--- config.mk ---
export PLATFORM = sky130hd
export DESIGN_NAME = crfab_ram
export DESIGN_NICKNAME = d
export VERILOG_FILES = /design/src/hdl/assert_macros.svh /design/src/hdl/crfab_ram.sv
export SDC_FILE = /design/constraint.sdc
export NUM_CORES = 2
export LEC_CHECK = 0
export BUFFER_PORTS_ARGS = -buffer_cell sky130_fd_sc_hd__clkbuf_2
export CELL_PAD_IN_SITES_DETAIL_PLACEMENT = 0
export CELL_PAD_IN_SITES_GLOBAL_PLACEMENT = 1
export CORE_ASPECT_RATIO = 1.1
export CORE_MARGIN = 8
export CORE_UTILIZATION = 51
export DETAILED_ROUTE_END_ITERATION = 12
export PLACE_DENSITY = 0.81
export SETUP_SLACK_MARGIN = 0.15
export SYNTH_ARGS = -nofsm -noshare
export SYNTH_HDL_FRONTEND = slang
export SYNTH_SLANG_ARGS = --single-unit
--- constraint.sdc ---
create_clock -name clock -period 2.65 [get_ports clock]
set_input_delay 0.3975 -clock clock [delete_from_list [all_inputs] [get_ports clock]]
set_output_delay 0.3975 -clock clock [all_outputs]
set_load 0.005 [all_outputs]
--- src/hdl/assert_macros.svh ---
// Assertion helpers; empty bodies when SYNTHESIS is defined.
`ifndef ASSERT_MACROS_SVH
`define ASSERT_MACROS_SVH
`ifndef SYNTHESIS
`define ASSERT_CLK(label, prop) \
   label: assert property (@(posedge clock) disable iff (reset) prop) \
      else $error("assertion failed");
`define ASSERT_NEVER(label, expr) \
   label: assert property (@(posedge clock) disable iff (reset) !(expr)) \
      else $error("forbidden condition");
`else
`define ASSERT_CLK(label, prop)
`define ASSERT_NEVER(label, expr)
`endif
`endif

--- src/hdl/crfab_ram.sv ---
`timescale 1ns / 1ps
// ----------------------------------------------------------------------------
// crfab_ram
// Single-port RAM, one access per cycle, registered read data; a write also reads the old word.
// ----------------------------------------------------------------------------
module crfab_ram #(
   parameter int WIDTH = 8,
   parameter int DEPTH = 256
) (
   input  logic                     clock,
   input  logic                     wr_en,
   input  logic [$clog2(DEPTH)-1:0] addr,
   input  logic [WIDTH-1:0]         wr_data,
   output logic [WIDTH-1:0]         rd_data
);
   logic [WIDTH-1:0] mem [DEPTH];

   always_ff @(posedge clock) begin
      if (wr_en) mem[addr] <= wr_data;
      rd_data <= mem[addr];
   end
endmodule

==> reports/metrics.cfg <==
[outcome]
status = complete, no violations

[drt]
routed_via_density = 6.278
firstDrtPassIters = 5
route.vias.total = 39850
drt_wl_total_um = 191000
drtAntennaViolNets = 0
drcViolationCount = 0
drt_iter0_drc = 4997
avgRoutedWirePerCell_um = 30.09

[layout]
drive_above_1_share = 0.3386
fillers = 10450
synthToLayoutAreaGrowth_pct = 16.85
nets = 4147
design_area_um2 = 91720

[cts]
clkSinkCount = 2056
tritoncts = done
cts-root-buf = clkbuf_16
clk_pin_slew_ns = 0.06
post_cts.repair.setup_buffers = 0
clk_path_buf_depth = 3
ctsHtreeMaxLevel = 4
cts_resized = 6
clock_latency_ns = 0.83
ctsHoldBuffers = 0
cts_buffers = 184

[worst_setup_path]
worstPathRequired_ns = 3.33
critPathBufInv = 2
crit_family = compound AO/OA/AOI/OAI gates
reg2reg_slack_ns = 0.20
r2r-start = mem[63][5]
rr_worst_depth = 7
crit_type = reg -> reg
regToRegEndpoint = rd_data[5]
worstPathArrival_ns = 3.14
cp-end-kind = register
slowest_stage = o41ai_1
start_kind = register
worst-path-stages = 7
crit_top_cell = buf_4
max_stage_delay_ns = 0.65
cp_max_fo = 1
crit_chain = mux4_2, a22oi_1, buf_4, a21oi_1, o41ai_1, buf_4, nand4_1

[grt]
grt_pass1_vias = 40430
grt-ovfl-total = 0
grt_max_degree = 98
grt_pass1_wl_um = 278000
track_usage = 0.2281
antenna_found_initial = 4

[logic_synthesis]
synth_top_family_by_area = multiplexers
synthAdderAreaFrac = 0
synth.largest_area_cell = edfxtp_1
synth.area.mux_share = 0.1469
synth_area_um2 = 78490
synth_nets = 3565
synth.area.top_cells = edfxtp_1 78%, mux4_2 15%, a22oi_1 2.4%, nor2_1 1.1%, a21oi_1 0.82%
synthCells = 3547
ys_types = 22
postSynthAreaPerCell_um2 = 22.13
synthSimpleGateAreaFrac = 0.01733
synthTopCellsByCount = 2048 x edfxtp_1, 512 x mux4_2, 256 x a22oi_1, 232 x nor2_1, 145 x clkbuf_1
ys.flop_type = edfxtp_1
synthArstFlopShare = 0
synth_xor_area_frac = 0
ys_ff_latch = 2056
synth_compound_area_frac = 0.03622
synth_warnings = 0
synth_most_common_cell = edfxtp_1
synth_edf_count = 2048
seq_area_frac_synth = 0.7855
yosysTopAreaCellShare = 0.7835

[die]
die_w_um = 390.1
initial_core_util = 0.5116
rows = 151
die-area_um2 = 166700
fp.dieH_um = 427.5
io-pin-count = 26
coreArea_um2 = 153400

[timing]
setup_tns_ns = 0
grt_setup_unrepaired = false
whs_ns = 0.1276
setup_violations = 0
timing.final.crit_share = 0.9260
slew_violations = 0
clock_skew_ns = 0.02802
worstMarginPinSlew_ns = 0.8537
fmax_mhz = 407.5
relSlewSlack = 0.4309
period_needed_ns = 2.454
hold_viol = 0

[hold_path]
hold_start = wr_data[6]
whs_endpoint = mem[176][6]
min_path_cells = 1
min-delay-path-class = in -> reg

[flow_run]
max_cap_violations = 0

[placement]
placed_cell_area_um2 = 85970
dp_hpwl_um = 120500
port_buffers = 25
place_congestion = 0.8518

[pwr]
leakagePower_nw = 29.00
irDropWorstVdd_v = 0.0007819
power.density_nw_per_um2 = 704.7

==> layout make-up <==
class	instances	area, um^2	area share
Timing Repair Buffer	628	5831	0.06357
Inverter	1	3.754	0.00004093
Antenna cell	3	7.507	0.00008185
Sequential cell	2056	61660	0.6723
Tap cell	2065	2584	0.02817
Clock buffer	241	4902	0.05345
Multi-Input combinational cell	1258	15940	0.1738
Clock inverter	95	789.5	0.008608
==> logic make-up (layout without fill, tap and decap cells) <==
logic type	after synthesis	in the layout
flip-flops	2056	2056
multiplexers	512	512
AO/OA/AOI/OAI	416	416
AND/OR/NAND/NOR	330	330
buffers and inverters	233	965
other	0	3
==> layout by cell type, fill, tap and decap left out, drive strengths merged, types with 2 or more instances in the layout <==
cell	n
mux4	512
nor3	30
a22oi	256
nand4	8
clkinvlp	3
or2	2
clkbuf	264
bufinv	8
nor2	232
nand2	28
buf	605
diode	3
o41ai	32
nand3	13
clkinv	78
nand2b	6
and2	3
edfxtp	2048
dfxtp	8
nor2b	7
a21oi	128
inv	7
==> report_power, final <==
part           internal (mW)  total (mW)  switching [mW]  leakage (nW)
Sequential              35.8        35.9          0.0571          18.5
Combinational           1.35        3.40            2.04          7.75
Clock                   13.9        25.3            11.5          2.77
Total                   51.0        64.6            13.6          29.0
==> worst max-delay path by stage <==
stage                            from     endpoint  slack, ns
after floorplan               addr[1]  mem[111][0]       0.03
after detailed placement      addr[0]   rd_data[1]      -0.96
after CTS                 mem[143][3]   rd_data[3]       0.17
final                      mem[63][5]   rd_data[5]       0.20
after global placement        addr[0]   rd_data[1]      -0.97
after global routing       mem[63][5]   rd_data[5]       0.18
==> layer usage <==
metal | wire (um) | part of all wire | up-vias | GRT usage
li1 | - | - | 16230 | -
met3 | 19070 | 0.10 | 334 | 0.04685
met5 | 0 | 0 | - | 0
met1 | 70300 | 0.37 | 21060 | 0.3069
met2 | 94610 | 0.50 | 2224 | 0.3748
met4 | 6971 | 0.037 | 0 | 0.08002
==> state kept, by name, summed over array words and instances (netlist names) <==
| register | cells |
|---|---|
| rd_data | 8 |
| mem | 2048 |
==> metrics by stage <==
| stage | utilization | instances | total power, mW | setup slack, ns |
|---|---|---|---|---|
| 2_1_floorplan | - | 3547 | 38.16 | 0.03380 |
| 3_3_place_gp | 0.5604 | 6008 | 39.90 | -0.9704 |
| 3_5_place_dp | 0.5604 | 6008 | 39.97 | -0.9623 |
| 4_1_cts | 0.5978 | 6344 | 64.94 | 0.1684 |
| 5_1_grt | 0.5978 | 6344 | 66.22 | 0.1809 |
| 6_report | 0.5979 | 6347 | 64.63 | 0.1962 |
Note: power is estimated with default switching activity, not from simulation.
